==> config.mk <==
export PLATFORM = sky130hd
export DESIGN_NAME = sha256_stream_hasher
export DESIGN_NICKNAME = d
export VERILOG_FILES = /design/src/hw/rtl/sha_pkg.sv /design/src/hw/rtl/sha_front.sv /design/src/hw/rtl/sha_core.sv /design/src/hw/rtl/sha256_stream_hasher.sv
export SDC_FILE = /design/constraint.sdc
export NUM_CORES = 2
export LEC_CHECK = 0
export ABC_AREA = 1
export BUFFER_PORTS_ARGS = -buffer_cell sky130_fd_sc_hd__clkbuf_2
export CORE_ASPECT_RATIO = 0.5
export CORE_MARGIN = 3
export CORE_UTILIZATION = 54
export DETAILED_ROUTE_END_ITERATION = 12
export PLACE_DENSITY = 0.69
export SETUP_SLACK_MARGIN = 0.5
export SLEW_MARGIN = 20
export SYNTH_ARGS = -nofsm -noshare
export SYNTH_HDL_FRONTEND = slang
export SYNTH_SLANG_ARGS = --single-unit
==> constraint.sdc <==
create_clock -name clk -period 94.4 [get_ports clk]
set_clock_uncertainty 0.05 [all_clocks]
set_input_delay 18.88 -clock clk [delete_from_list [all_inputs] [get_ports clk]]
set_output_delay 18.88 -clock clk [all_outputs]
set_load 0.02 [all_outputs]
==> src/hw/rtl/sha_pkg.sv <==
// Package: payload types, round constants and SHA-256 helper functions.
`default_nettype none
package sha_pkg;

  typedef struct packed {
    logic       opcode;
    logic [7:0] data_byte;
  } in_word_t;

  typedef struct packed {
    logic [31:0] digest_word;
    logic [2:0]  word_index;
    logic        last_word;
  } out_word_t;

  localparam logic OP_ABSORB = 1'b0;
  localparam logic OP_FINISH = 1'b1;

  // Back end sequencer states
  typedef enum logic [2:0] {
    ST_IDLE,
    ST_ROUND,
    ST_ADD,
    ST_PAD,
    ST_EMIT
  } core_state_t;

  // Handoff from front end to back end
  typedef struct packed {
    logic        finish;
    logic [5:0]  fill;
    logic [63:0] total_bits;
  } job_t;

  localparam logic [255:0] H_INIT = {
    32'h6a09e667, 32'hbb67ae85, 32'h3c6ef372, 32'ha54ff53a,
    32'h510e527f, 32'h9b05688c, 32'h1f83d9ab, 32'h5be0cd19
  };

  function automatic logic [31:0] round_k(input logic [5:0] r);
    logic [31:0] k;
    case (r)
      6'd0: k = 32'h428a2f98;  6'd1: k = 32'h71374491;  6'd2: k = 32'hb5c0fbcf;
      6'd3: k = 32'he9b5dba5;  6'd4: k = 32'h3956c25b;  6'd5: k = 32'h59f111f1;
      6'd6: k = 32'h923f82a4;  6'd7: k = 32'hab1c5ed5;  6'd8: k = 32'hd807aa98;
      6'd9: k = 32'h12835b01;  6'd10: k = 32'h243185be; 6'd11: k = 32'h550c7dc3;
      6'd12: k = 32'h72be5d74; 6'd13: k = 32'h80deb1fe; 6'd14: k = 32'h9bdc06a7;
      6'd15: k = 32'hc19bf174; 6'd16: k = 32'he49b69c1; 6'd17: k = 32'hefbe4786;
      6'd18: k = 32'h0fc19dc6; 6'd19: k = 32'h240ca1cc; 6'd20: k = 32'h2de92c6f;
      6'd21: k = 32'h4a7484aa; 6'd22: k = 32'h5cb0a9dc; 6'd23: k = 32'h76f988da;
      6'd24: k = 32'h983e5152; 6'd25: k = 32'ha831c66d; 6'd26: k = 32'hb00327c8;
      6'd27: k = 32'hbf597fc7; 6'd28: k = 32'hc6e00bf3; 6'd29: k = 32'hd5a79147;
      6'd30: k = 32'h06ca6351; 6'd31: k = 32'h14292967; 6'd32: k = 32'h27b70a85;
      6'd33: k = 32'h2e1b2138; 6'd34: k = 32'h4d2c6dfc; 6'd35: k = 32'h53380d13;
      6'd36: k = 32'h650a7354; 6'd37: k = 32'h766a0abb; 6'd38: k = 32'h81c2c92e;
      6'd39: k = 32'h92722c85; 6'd40: k = 32'ha2bfe8a1; 6'd41: k = 32'ha81a664b;
      6'd42: k = 32'hc24b8b70; 6'd43: k = 32'hc76c51a3; 6'd44: k = 32'hd192e819;
      6'd45: k = 32'hd6990624; 6'd46: k = 32'hf40e3585; 6'd47: k = 32'h106aa070;
      6'd48: k = 32'h19a4c116; 6'd49: k = 32'h1e376c08; 6'd50: k = 32'h2748774c;
      6'd51: k = 32'h34b0bcb5; 6'd52: k = 32'h391c0cb3; 6'd53: k = 32'h4ed8aa4a;
      6'd54: k = 32'h5b9cca4f; 6'd55: k = 32'h682e6ff3; 6'd56: k = 32'h748f82ee;
      6'd57: k = 32'h78a5636f; 6'd58: k = 32'h84c87814; 6'd59: k = 32'h8cc70208;
      6'd60: k = 32'h90befffa; 6'd61: k = 32'ha4506ceb; 6'd62: k = 32'hbef9a3f7;
      default: k = 32'hc67178f2;
    endcase
    return k;
  endfunction

  function automatic logic [31:0] ror(input logic [31:0] x, input int n);
    return (x >> n) | (x << (32 - n));
  endfunction

endpackage
`default_nettype wire

==> src/hw/rtl/sha_front.sv <==
// Front end: gathers message bytes into a block and queues block jobs.
`default_nettype none
module sha_front (
  input  wire logic             clk,
  input  wire logic             rst,
  input  wire logic             in_valid,
  output logic                  in_ready,
  input  wire sha_pkg::in_word_t in_data,
  // job handoff
  output logic                  job_valid,
  input  wire logic             job_ready,
  output sha_pkg::job_t         job,
  output logic [511:0]          job_block
);
  logic [511:0] buffer;
  logic [5:0]   fill;
  logic [63:0]  total_bits;
  logic         pending;
  logic         accept;
  logic         full_next;

  // One job slot between the two halves; input stalls only while it is taken
  assign in_ready = !pending;
  assign accept   = in_valid && in_ready;
  assign full_next = (fill == 6'd63);

  always_ff @(posedge clk) begin
    if (rst) begin
      fill       <= '0;
      total_bits <= '0;
      pending    <= 1'b0;
    end else begin
      if (job_valid && job_ready) pending <= 1'b0;
      if (accept) begin
        if (in_data.opcode == sha_pkg::OP_ABSORB) begin
          buffer[511 - 8*fill -: 8] <= in_data.data_byte;
          if (full_next) begin
            pending    <= 1'b1;
            job        <= '{finish: 1'b0, fill: 6'd0, total_bits: total_bits};
            job_block  <= {buffer[511:8], in_data.data_byte};
            total_bits <= total_bits + 64'd512;
            fill       <= '0;
          end else begin
            fill <= fill + 6'd1;
          end
        end else begin
          pending    <= 1'b1;
          job        <= '{finish: 1'b1, fill: fill, total_bits: total_bits};
          job_block  <= buffer;
          total_bits <= '0;
          fill       <= '0;
        end
      end
    end
  end

  assign job_valid = pending;

  a_no_accept_when_full: assert property (@(posedge clk) disable iff (rst)
    !(accept && pending))
    else $error("accept with job slot full");
  a_job_held: assert property (@(posedge clk) disable iff (rst)
    (job_valid && !job_ready) |=> (job_valid && $stable(job)))
    else $error("job dropped or changed while waiting");
  a_fill_cleared: assert property (@(posedge clk) disable iff (rst)
    (accept && full_next) |=> (pending && fill == 6'd0))
    else $error("fill not cleared after full block");
endmodule
`default_nettype wire

==> src/hw/rtl/sha_core.sv <==
// Back end: round-per-cycle compression, padding and digest output.
`default_nettype none
module sha_core (
  input  wire logic              clk,
  input  wire logic              rst,
  input  wire logic              job_valid,
  output logic                   job_ready,
  input  wire sha_pkg::job_t     job,
  input  wire logic [511:0]      job_block,
  output logic                   out_valid,
  input  wire logic              out_ready,
  output sha_pkg::out_word_t     out_data
);
  sha_pkg::core_state_t state, state_next;
  logic [255:0] hv;
  logic [255:0] v;
  logic [511:0] w;
  logic [5:0]   round;
  logic         finish;
  logic         second;   // a padding block still follows
  logic [63:0]  msg_len;
  logic [2:0]   widx;
  logic [511:0] pad_blk;
  logic [511:0] first_blk;
  logic         start;

  // Padding of the tail bytes
  always_comb begin
    first_blk = job_block;
    for (int i = 0; i < 64; i++) begin
      if (i == int'(job.fill)) first_blk[511 - 8*i -: 8] = 8'h80;
      else if (i > int'(job.fill)) first_blk[511 - 8*i -: 8] = 8'h00;
    end
    if (job.fill < 6'd56) first_blk[63:0] = job.total_bits + {55'd0, job.fill, 3'd0};
  end
  assign pad_blk = {448'd0, msg_len};

  // Round datapath
  logic [31:0] a, b, c, d, e, f, g, h, t1, t2, wn, s0, s1, wcur;
  always_comb begin
    {a, b, c, d, e, f, g, h} = v;
    wcur = w[511:480];
    t1 = h + (sha_pkg::ror(e, 6) ^ sha_pkg::ror(e, 11) ^ sha_pkg::ror(e, 25)) +
         ((e & f) ^ (~e & g)) + sha_pkg::round_k(round) + wcur;
    t2 = (sha_pkg::ror(a, 2) ^ sha_pkg::ror(a, 13) ^ sha_pkg::ror(a, 22)) +
         ((a & b) ^ (a & c) ^ (b & c));
    s0 = sha_pkg::ror(w[479:448], 7) ^ sha_pkg::ror(w[479:448], 18) ^ (w[479:448] >> 3);
    s1 = sha_pkg::ror(w[63:32], 17) ^ sha_pkg::ror(w[63:32], 19) ^ (w[63:32] >> 10);
    wn = wcur + s0 + w[223:192] + s1;
  end

  assign start = (state == sha_pkg::ST_IDLE) && job_valid;

  // Next state
  always_comb begin
    state_next = state;
    unique case (state)
      sha_pkg::ST_IDLE:  if (job_valid) state_next = sha_pkg::ST_ROUND;
      sha_pkg::ST_ROUND: if (round == 6'd63) state_next = sha_pkg::ST_ADD;
      sha_pkg::ST_ADD: begin
        if (!finish) state_next = sha_pkg::ST_IDLE;
        else if (second) state_next = sha_pkg::ST_PAD;
        else state_next = sha_pkg::ST_EMIT;
      end
      sha_pkg::ST_PAD:   state_next = sha_pkg::ST_ROUND;
      sha_pkg::ST_EMIT:  if (out_ready && widx == 3'd7) state_next = sha_pkg::ST_IDLE;
      default:           state_next = sha_pkg::ST_IDLE;
    endcase
  end

  // Outputs
  always_comb begin
    job_ready = (state == sha_pkg::ST_IDLE);
    out_valid = (state == sha_pkg::ST_EMIT);
    out_data.digest_word = hv[255:224];
    out_data.word_index  = widx;
    out_data.last_word   = (widx == 3'd7);
  end

  always_ff @(posedge clk) begin
    if (rst) begin
      state <= sha_pkg::ST_IDLE;
      hv    <= sha_pkg::H_INIT;
      widx  <= '0;
    end else begin
      state <= state_next;
      if (start) begin
        finish  <= job.finish;
        second  <= job.finish && (job.fill >= 6'd56);
        msg_len <= job.total_bits + {55'd0, job.fill, 3'd0};
        w       <= job.finish ? first_blk : job_block;
        v       <= hv;
        round   <= '0;
      end
      if (state == sha_pkg::ST_PAD) begin
        w      <= pad_blk;
        v      <= hv;
        round  <= '0;
        second <= 1'b0;
      end
      if (state == sha_pkg::ST_ROUND) begin
        v     <= {t1 + t2, a, b, c, d + t1, e, f, g};
        w     <= {w[479:0], wn};
        round <= round + 6'd1;
      end
      if (state == sha_pkg::ST_ADD) begin
        for (int j = 0; j < 8; j++)
          hv[255 - 32*j -: 32] <= hv[255 - 32*j -: 32] + v[255 - 32*j -: 32];
        widx <= '0;
      end
      if (state == sha_pkg::ST_EMIT && out_ready) begin
        widx <= widx + 3'd1;
        if (widx == 3'd7) hv <= sha_pkg::H_INIT;
        else hv <= {hv[223:0], hv[255:224]};
      end
    end
  end

  a_emit_not_idle: assert property (@(posedge clk) disable iff (rst)
    !(out_valid && job_ready))
    else $error("emit while idle");
  a_emit_finish: assert property (@(posedge clk) disable iff (rst)
    (state == sha_pkg::ST_EMIT) |-> finish)
    else $error("emit without finish");
  a_pad_second: assert property (@(posedge clk) disable iff (rst)
    (state == sha_pkg::ST_PAD) |-> second)
    else $error("pad without second block");
  a_out_held: assert property (@(posedge clk) disable iff (rst)
    (out_valid && !out_ready) |=> (out_valid && $stable(out_data)))
    else $error("digest word dropped or changed while waiting");
endmodule
`default_nettype wire

==> src/hw/rtl/sha256_stream_hasher.sv <==
// Timing: an absorb word is taken whenever the job slot is free; a full block occupies the
// core for a dispatch, 64 rounds and an add, one round per cycle.
// A finish takes one or two compressions (the second on a padding block), then eight digest words.
// Input stalls only while the single job slot holds a block the core has not taken.
// Reset (rst, synchronous) loads the initial hash values and clears counts.
`default_nettype none
module sha256_stream_hasher (
  input  wire logic               clk,
  input  wire logic               rst,
  input  wire logic               in_valid,
  output logic                    in_ready,
  input  wire sha_pkg::in_word_t  in_data,
  output logic                    out_valid,
  input  wire logic               out_ready,
  output sha_pkg::out_word_t      out_data
);
  logic          job_valid, job_ready;
  sha_pkg::job_t job;
  logic [511:0]  job_block;

  sha_front u_front (
    .clk, .rst, .in_valid, .in_ready, .in_data,
    .job_valid, .job_ready, .job, .job_block
  );

  sha_core u_core (
    .clk, .rst, .job_valid, .job_ready, .job, .job_block,
    .out_valid, .out_ready, .out_data
  );
endmodule
`default_nettype wire

==> flow_summary.toml <==
[floorplan]
die-width_um = 681.7
rows = 123
die_h_um = 343.9
ioPinCount = 51
die_area_mm2 = 0.2344
initial_utilization_pct = 54.57
core-area_mm2 = 0.2259

[routing]
vias = 101900
drtAntennaViolNets = 0
dr.pass1.iters = 9
viasPerCell = 6.286
avgRoutedWirePerCell_um = 28.47
drt_wl_total_um = 461700
remaining_drc_errors = 0
dr.first_iter.drc_count = 14170

[sta]
rsz0062_at_grt = "no"
post-route-min-period_ns = 22.78
hold_viol = 0
maxSlewViolCount = 0
tightest_slew_ns = 1.275
final.setup.tns_ns = 0
setup_viol = 0
layout_worst_path_cycle_share_pct = 24.13
setup_slack_ns = 71.62
slew_headroom_pct = 14.36
maxClockFrequency_ghz = 0.04390

[cts]
numCtsBuffers = 206
htreeDepth = 4
cts_tree = "yes"
cts_resized = 0
path_clk_slew_ns = 0.07
cts.sinks = 2279
cts_hold_buffers = 0
clk_path_buf_depth = 4
clk_latency_ns = 0.91
post_cts_buffers = 0
cts_root_buffer = "clkbuf_16"

[yosys]
avgSynthCellArea_um2 = 9.233
ys_async_sr_fraction_pct = 0
ys_ff_latch = 2279
synth_nets = 13960
synth_top_area_cell = "edfxtp_1"
synth.area.top_cells = "edfxtp_1 (47%), nand2_1 (8.5%), dfxtp_1 (5.8%), o21ai_0 (4.5%), ha_1 (4.1%)"
yosysSeqAreaShare_pct = 52.62
yosysWarnings = 0
synth_area_mm2 = 0.1233
synth_largest_type_area_fraction_pct = 46.84
ys_types = 66
ys.flop_type = "edfxtp_1"
synth_commonest_cells = "nand2_1 (2795), edfxtp_1 (1923), inv_1 (1270), nor2_1 (1254), o21ai_0 (1115)"
yosysMostFrequentCell = "nand2_1"
netlist_instances = 13350
synth_enable_flop_cells = 1923

[setup_path]
critPathKind = "in -> reg"
cpMaxStageDelayCell = "buf_4"
cp-end-kind = "flop"
worstPathArrival_ns = 23.24
cp-start-kind = "primary input"
critPathRequiredTime_ns = 94.86
cp_max_fo = 147
max_stage_delay_ns = 0.88
path_cells = "clkbuf_2 -> buf_4 -> inv_8 -> nand2_1 -> nand2_8 -> buf_12 -> buf_12 -> buf_16 -> buf_4"

[global_route]
grt_pass1_vias = 94500
grt_pass1_wl_um = 657000
grt_max_degree = 169
grtUsageTotal_pct = 38.57
gr-total-overflow = 0
antenna_found_initial = 20

[finish]
fin_util_pct = 58.61
nNetsFinal = 13650
drive_gt1_share_pct = 4.718
nFillCells = 19680
area_delta_synth_final_pct = 7.408

[placement]
io_buffers = 50
pre_cts_ws_ns = 70.83
hpwl_um = 341900
place_congestion = 1.068

[status]
status = "complete, no violations"

[flow_run]
maxCapViolCount = 0

[min_path]
hp-class = "reg -> reg"
-- layer usage --
layer / up-vias / part of all wire (%) / global-route usage [%]
li1: 45390 / - / -
met1: 48920 / 39 / 53.03
met2: 6400 / 42 / 56.72
met3: 1207 / 13 / 11.51
met4: 16 / 5.3 / 16.95
met5: - / 0.023 / 0
-- layout make-up --
cell class	instances	area, um2	area share, %
multi-input cells	9081	50830	38.39
clock inverters	115	1271	0.9600
flip-flops and latches	2279	64880	49.00
repair buffers	162	1206	0.9109
inverters	1311	4961	3.746
clock buffers	258	5484	4.141
diodes	11	27.53	0.02079
well taps	3000	3754	2.835
-- worst paths after layout --
kind,from,endpoint,slack [ns],cells past startpoint
setup / recovery,rst,u_core.w[326],71.62,9
hold / removal,u_front.buffer[487],u_front.job_block[487],0.35,0
setup reg to reg,u_core.v[124],u_core.v[242],86.28,27
hold reg to reg,u_front.buffer[487],u_front.job_block[487],0.35,0
-- metrics by stage --
step	hold WS, ns	area, um2	std cells
6_report	0.3532	132400	16220
5_1_grt	0.3559	132400	16210
4_1_cts	0.3432	132300	16200
3_5_place_dp	0.3545	125500	15830
3_3_place_gp	0.3503	125500	15830
2_1_floorplan	0.3503	123300	13350
-- logic make-up (layout without fill, tap and decap cells) --
| group | Yosys count | after routing | synth area share (%) |
|---|---|---|---|
| mux | 31 | 31 | 0.2537 |
| flops | 2279 | 2279 | 52.62 |
| xor+xnor | 308 | 308 | 2.188 |
| buf+inv | 1992 | 1846 | 6.272 |
| compound gates | 2702 | 2702 | 13.00 |
| simple gates | 5424 | 5424 | 18.27 |
| fa+ha+maj | 616 | 616 | 7.399 |
| other cells | 0 | 11 | 0 |
-- state kept, by name, indices dropped and copies added (netlist names), 6 cells and up, named ones only --
register and cells:
u_front.job 62, u_front.job_block 512, u_core.v 256, u_core.msg_len 61
u_core.round 6, u_core.w 512, u_front.fill 6, u_front.total_bits 55
u_front.buffer 512, u_core.hv 256
-- layout by cell type (no fill, tap or decap), types with 20 or more instances in the layout --
master / instances
nor2_1: 1249
nand2_1: 2790
a22o_1: 30
mux2i_1: 29
dfxtp_1: 353
o21a_1: 35
inv_2: 29
edfxtp_1: 1923
o211ai_1: 130
clkinv_1: 42
xnor2_1: 147
maj3_1: 20
clkbuf_1: 42
clkinv_2: 33
nand3_1: 920
bufinv_16: 24
fa_1: 195
clkbuf_16: 209
buf_4: 104
clkbuf_2: 50
or2_2: 37
inv_1: 1267
a21o_1: 62
o21ai_0: 1114
a32o_1: 214
nor3_1: 168
a21boi_0: 40
a31oi_1: 98
nand3b_1: 30
o221ai_1: 20
xor2_1: 161
o21bai_1: 75
ha_1: 401
nand4_1: 136
a21oi_1: 779
-- critical path: cells and delay by family --
| kind | cells | cell delay (ns) |
|---|---|---|
| buffers and inverters | 7 | 2.93 |
| and+or+nand+nor | 2 | 0.79 |
Power is left out: the tool's default activity adds up to more than one toggle a clock period on the data nets, which glitch-free logic cannot reach.
